**config.mk**
```make
export PLATFORM = sky130hd
export DESIGN_NAME = lsu_sigmoid
export DESIGN_NICKNAME = d
export VERILOG_FILES = /design/src/lsu_pkg.sv /design/src/lsu_sigmoid.sv
export SDC_FILE = /design/constraint.sdc
export NUM_CORES = 1
export LEC_CHECK = 0
export BUFFER_PORTS_ARGS = -buffer_cell sky130_fd_sc_hd__buf_4
export CAP_MARGIN = 20
export CORE_MARGIN = 2
export CORE_UTILIZATION = 50
export DETAILED_ROUTE_END_ITERATION = 6
export GPL_TIMING_DRIVEN = 0
export PLACE_DENSITY = 0.8
export RECOVER_POWER = 50
export SLEW_MARGIN = 40
export SYNTH_ARGS = -nofsm -noshare
export SYNTH_HDL_FRONTEND = slang
export SYNTH_SLANG_ARGS = --single-unit
export TNS_END_PERCENT = 100
```
**constraint.sdc**
```tcl
create_clock -name vclk -period 13.3
set_input_delay 0.665 -clock vclk [all_inputs]
set_output_delay 0.665 -clock vclk [all_outputs]
set_load 0.03 [all_outputs]
```
**src/lsu_pkg.sv**
```systemverilog
`default_nettype none

package lsu_pkg;

    localparam int DATA_W      = 16;
    localparam int CELL_W      = 24;
    localparam int MAX_UNITS   = 16;
    localparam int MAX_INPUT   = 32;
    localparam int ROW_STRIDE  = 4 * MAX_UNITS;
    localparam int U_BASE      = MAX_INPUT * ROW_STRIDE;
    localparam int B_BASE      = U_BASE + MAX_UNITS * ROW_STRIDE;
    localparam int PMEM_DEPTH  = B_BASE + ROW_STRIDE;
    localparam int PMEM_AW     = 12;
    localparam int Q_ONE       = 4096;
    localparam int SAT_MAG     = 8 * Q_ONE;
    localparam int SIG_IN_W    = 27;
    localparam int SIG_OUT_W   = 13;
    localparam int CELL_MAX    = 8388607;
    localparam int CELL_MIN    = -8388608;

    localparam logic [1:0] CMD_PARAM = 2'd0;
    localparam logic [1:0] CMD_ELEM  = 2'd1;
    localparam logic [1:0] CMD_CLEAR = 2'd2;

    localparam logic [1:0] CFG_INPUT_SIZE = 2'd0;
    localparam logic [1:0] CFG_UNIT_COUNT = 2'd1;
    localparam logic [1:0] CFG_EMIT_EVERY = 2'd2;

    function automatic logic [SIG_OUT_W-1:0] sig_tab(input logic [5:0] idx);
        logic [SIG_OUT_W-1:0] v;
        case (idx)
            6'd0:  v = 13'd2048;
            6'd1:  v = 13'd2303;
            6'd2:  v = 13'd2550;
            6'd3:  v = 13'd2782;
            6'd4:  v = 13'd2994;
            6'd5:  v = 13'd3184;
            6'd6:  v = 13'd3349;
            6'd7:  v = 13'd3490;
            6'd8:  v = 13'd3608;
            6'd9:  v = 13'd3705;
            6'd10: v = 13'd3785;
            6'd11: v = 13'd3850;
            6'd12: v = 13'd3902;
            6'd13: v = 13'd3943;
            6'd14: v = 13'd3976;
            6'd15: v = 13'd4002;
            6'd16: v = 13'd4022;
            6'd17: v = 13'd4038;
            6'd18: v = 13'd4051;
            6'd19: v = 13'd4061;
            6'd20: v = 13'd4069;
            6'd21: v = 13'd4075;
            6'd22: v = 13'd4079;
            6'd23: v = 13'd4083;
            6'd24: v = 13'd4086;
            6'd25: v = 13'd4088;
            6'd26: v = 13'd4090;
            6'd27: v = 13'd4091;
            6'd28: v = 13'd4092;
            6'd29: v = 13'd4093;
            6'd30: v = 13'd4094;
            6'd31: v = 13'd4094;
            default: v = 13'd4096;
        endcase
        return v;
    endfunction

endpackage

`default_nettype wire

```
**src/lsu_sigmoid.sv**
```systemverilog
`default_nettype none

module lsu_sigmoid (
    input  wire logic signed [lsu_pkg::SIG_IN_W-1:0]  i_x,
    output logic             [lsu_pkg::SIG_OUT_W-1:0] o_s
);
    import lsu_pkg::*;

    logic [SIG_IN_W-1:0]  mag;
    logic [4:0]           idx;
    logic [9:0]           frac;
    logic [SIG_OUT_W-1:0] lo;
    logic [SIG_OUT_W-1:0] hi;
    logic [8:0]           diff;
    logic [18:0]          prod;
    logic [8:0]           interp;
    logic [SIG_OUT_W-1:0] s;

    always_comb begin
        mag    = i_x[SIG_IN_W-1] ? SIG_IN_W'(-i_x) : SIG_IN_W'(i_x);
        idx    = mag[14:10];
        frac   = mag[9:0];
        lo     = sig_tab({1'b0, idx});
        hi     = sig_tab({1'b0, idx} + 6'd1);
        diff   = 9'(hi - lo);
        prod   = 19'(diff) * 19'(frac);
        interp = 9'((prod + 19'd512) >> 10);
        s      = (mag >= SIG_IN_W'(SAT_MAG)) ? SIG_OUT_W'(Q_ONE) : lo + SIG_OUT_W'(interp);
        o_s    = i_x[SIG_IN_W-1] ? SIG_OUT_W'(Q_ONE) - s : s;
    end

endmodule

`default_nettype wire

```
# Word level (Yosys, flattened, before mapping)
# Memory sizes are Yosys's and may differ from the RTL's.
# Index checks and enable logic that the tools add are counted.
# Widths: inputs -> output; s select.
[classes]
addsub = 6
eq_ne = 0
n_div = 0
multipliers = 1
shift = 0
n_reduce_logical = 0
mux = 4
n_lt_le_gt_ge = 1
bitwise = 0
[op_table]
columns = ["op", "n"]
rows = [
  ["$ge 27x16->1 const B", 1],
  ["$mux 27", 1],
  ["$neg 27->27", 1],
  ["$mux 13", 2],
  ["$add 19x10->19 const B", 1],
  ["$mul 9x10->19", 1],
  ["$add 13x9->13", 1],
  ["$sub 13x13->13 const A", 1],
  ["$mux 9", 1],
  ["$sub 9x9->9", 1],
  ["$add 5x1->6 const B", 1],
]
[totals]
latchBits = 0
mem_bits_ro = 704
regBits = 0
memories = 2
inputBits = 27
ramBits = 0
[memory_table]
columns = ["memory", "depth", "word_bits", "read_ports", "rd_ports_with_merged_regs", "wr", "line", "rtl"]
rows = [
  ["(no name shown)", 32, 11, 1, 0, 0, "lsu_pkg.sv:31", "case (idx)"],
  ["(no name shown)", 32, 11, 1, 0, 0, "lsu_pkg.sv:31", ""],
]

# Depth between registers and ports, before layout
# An unclocked memory read counts as a cell.
[depth]
word_depth = 12
mapped_depth = 49

# Least setup slack after synthesis
# No wires, ideal clock.
[synth_path]
path_kind = "input -> output"
start = "in i_x[0] (netlist bit)"
end = "out o_s[10] (netlist bit)"
t_arrival_ps = 12081
path_slack_ps = 554
required_time_ps = 12635
n_path_buf = 3
path_stages = 47
cell_sequence = "inv_1 > ha_1 > or4b_1 > clkbuf_1 > o31ai_1 > xnor2_1 > clkbuf_1 > ha_1 > ha_1 > clkbuf_1 > nand2_1 > a21oi_1 > or3_1 > a21oi_1 > ha_1 > nor2b_1 > o21ai_0 > a21oi_1 > (+11 left out) > ha_1 > or4b_2 > or4_1 > a21oi_1 > a31o_2 > and2_1 > o21a_1 > nor2_1 > xnor2_1 > ha_1 > o21ai_0 > o21ai_0 > a31oi_1 > xor2_1 > o21ai_0 > or4_1 > a211o_1 > o311ai_1"
[synth_via]
elab_chain_len = 12
elab_cells_between_ends = 14
cone_classes = "add/sub (6); mul (1); order compare (1); mux (4); memory (2)"
[synth_lines]
columns = ["element", "line", "rtl"]
rows = [
  ["start, declared", "lsu_sigmoid.sv:4", "input wire logic signed [lsu_pkg::SIG_IN_W-1:0] i_x,"],
  ["$neg 27->27", "lsu_sigmoid.sv:20", "mag = i_x[SIG_IN_W-1] ? SIG_IN_W'(-i_x) : SIG_IN_W'(i_x);"],
  ["$mux 27 *", "lsu_sigmoid.sv:20", ""],
  ["$add 5x1->6", "lsu_sigmoid.sv:24", "hi = sig_tab({1'b0, idx} + 6'd1);"],
  ["$mem_v2 32x11", "-", ""],
  ["$mux 9", "lsu_pkg.sv:31", ""],
  ["$sub 9x9->9", "lsu_sigmoid.sv:25", "diff = 9'(hi - lo);"],
  ["$mul 9x10->19", "lsu_sigmoid.sv:26", "prod = 19'(diff) * 19'(frac);"],
  ["$add 19x10->19", "lsu_sigmoid.sv:27", "interp = 9'((prod + 19'd512) >> 10);"],
  ["$add 13x9->13", "lsu_sigmoid.sv:28", "s = (mag >= SIG_IN_W'(SAT_MAG)) ? SIG_OUT_W'(Q_ONE) : lo + SIG_OUT_W'(interp);"],
  ["$mux 13 *", "lsu_sigmoid.sv:28", ""],
  ["$sub 13x13->13", "lsu_sigmoid.sv:29", "o_s = i_x[SIG_IN_W-1] ? SIG_OUT_W'(Q_ONE) - s : s;"],
  ["$mux 13 *", "lsu_sigmoid.sv:29", ""],
  ["end, declared", "lsu_sigmoid.sv:5", "output logic [lsu_pkg::SIG_OUT_W-1:0] o_s"],
]
# Mark *: on every way between the ends. The rest lies on a longest branch, timed or not.

# Worst setup path in the final report
# Same ends and word-level chain as after synthesis.

==> impl_metrics.tcl <==
set metrics [dict create \
    status "finished clean" \
    grt_pass1_wl_um 25400 \
    hold_buffers 0 \
    whs_ps 1990 \
    avgSynthCellArea_um2 7.52 \
    drc_errors 0 \
    period_share 0.975 \
    slowest_delay_ps 560 \
    critPathArrivalTime_ps 12300 \
    clock_buffers 0 \
    die-width_um 110 \
    fin_ws_ps 330 \
    drt_iter0_drc 626 \
    synth_top_cell_area_share 0.208 \
    max_freq_mhz 77.1 \
    final-hold-violation-count 0 \
    gp_congestion 0.970 \
    yosysWarnings 0 \
    drive_above_1_share 0.204 \
    slew_viol_final 0 \
    post_drt_wl_per_cell_um 16.8 \
    critPathSlowestCell "fa_1" \
    wirelength_um 15800 \
    setup_viol 0 \
    design.seq.count 0 \
    timing.final.crit_period_ps 12970 \
    synth_nets 901 \
    dp_hpwl_um 12100 \
    synth.area.top_cells "fa_1, ha_1, inv_1" \
    synth_seq_area_share 0 \
    max_cap_viol_count 0 \
    via_count 5802 \
    die_area_mm2 0.0120 \
    final_nets 959 \
    grt_use_total 0.259 \
    endpoint "o_s[10]" \
    synth_cells 743 \
    tightestPinTransition_ps 840 \
    critical_path_required_ps 12640 \
    grt_pass1_vias 5458 \
    critPathKind "input port to output pin" \
    relSlewSlack 0.438 \
    grt.overflow.total 0 \
    hold_path.class "input port to output pin" \
    die_h_um 110 \
    nFillCells 976 \
    portBuffers 36 \
    via_per_inst 6.18 \
    start_util 0.513 \
    io_pins 40 \
    antenna_found_initial 0 \
    antennaDiodeCount 0 \
    preCtsSetupSlack_ps -1440 \
    drt.antenna.violating_nets 0 \
    crit_path_start "i_x[0]" \
    core.rowCount 38 \
    yosysTopAreaCell "fa_1" \
    crit_path_end_kind "output pin" \
    cp_max_fo 11 \
    drt_pass1_iterations 5 \
    synthesis.area_mm2 0.00559 \
    cp-start-kind "input port" \
    synth_cell_types 77 \
    design.core.area_mm2 0.0109 \
    grt_max_degree 17 \
    area_growth_syn_to_layout_pct 17.4 \
    crit_top_cell "fa_1" \
    final-seq-area_um2 0 \
]
-- layer usage --
layer | GRT usage | vias up | share of wire
li1 | - | 2730 | -
met1 | 0.341 | 2751 | 0.42
met2 | 0.445 | 274 | 0.48
met3 | 0.0261 | 47 | 0.074
met4 | 0.0823 | 0 | 0.027
met5 | 0 | - | 0
-- worst max-delay path, delay by kind of cell --
kind                     cells  cell delay (ps)
adder cells (fa/ha/maj)     10             4030
AND/OR/NAND/NOR              8             2180
AO/OA/AOI/OAI               18             3470
XOR/XNOR                     3              550
buffers and inverters        8             1370
-- how the worst min path moves through the flow --
stage / start / to / slack (ps) / cells past startpoint
after floorplan: i_x[22] / o_s[11] / 1730 / 3
after global placement: i_x[22] / o_s[7] / 2040 / 5
after detailed placement: i_x[22] / o_s[7] / 2030 / 5
after CTS: i_x[26] / o_s[8] / 2010 / 4
after global routing: i_x[26] / o_s[8] / 2010 / 4
final: i_x[26] / o_s[8] / 1990 / 4
-- per-stage QoR --
| step | util | TNS (ps) | cell area [µm²] | instances |
|---|---|---|---|---|
| after global placement | 0.554 | -7130 | 6030 | 919 |
| after floorplan | - | 0 | 5590 | 743 |
| after CTS | 0.573 | 0 | 6240 | 928 |
| after detailed placement | 0.557 | -6860 | 6060 | 919 |
| after global routing | 0.603 | -103 | 6560 | 939 |
| final | 0.603 | 0 | 6560 | 939 |
-- layout make-up --
cell class	instances	area, µm²	share of cell area
tap	140	175	0.0267
inverter	88	339	0.0517
buffer	29	155	0.0236
timing repair buffer	61	458	0.0698
multi-input combinational	621	5440	0.828
-- cells by family after synthesis --
kind of cell / synth area share
buf+inv: 0.0860
simple gates: 0.229
mux: 0.0143
fa+ha+maj: 0.371
compound gates: 0.234
xor+xnor: 0.0656
-- Yosys cell counts (all sizes together), types with 5 or more instances --
library cell	instances
a21oi	48
xnor2	20
o22ai	7
a31oi	7
o211ai	8
nor2b	7
nand2b	19
buf	11
nor3	26
or3	10
ha	73
o31ai	7
a21o	12
or4	5
nor2	74
fa	58
nor4	8
xor2	21
mux2	5
a211oi	7
o21ai	38
inv	87
clkbuf	23
and3	5
nand2	50
or2	23
nand3	14
o41ai	6
-- layout by cell type, fill, tap and decap left out, types with 12 or more instances in the layout --
master,instances
buf_4,61
or2_2,23
nand3_1,12
inv_1,85
a21o_1,12
xor2_1,18
nor2_1,74
nand2b_1,18
nor3_1,23
a21oi_1,43
ha_1,70
nand2_1,49
o21ai_0,26
fa_1,56
-- timing repair --
action,in CTS,in global routing
endpoints found under the setup margin,9,7
setup buffers,11,14
resized for setup,25,51
pin swaps,4,13
Power is not shown: default switching activity piles up to over one toggle a cycle in this logic, so the estimate is an artifact.
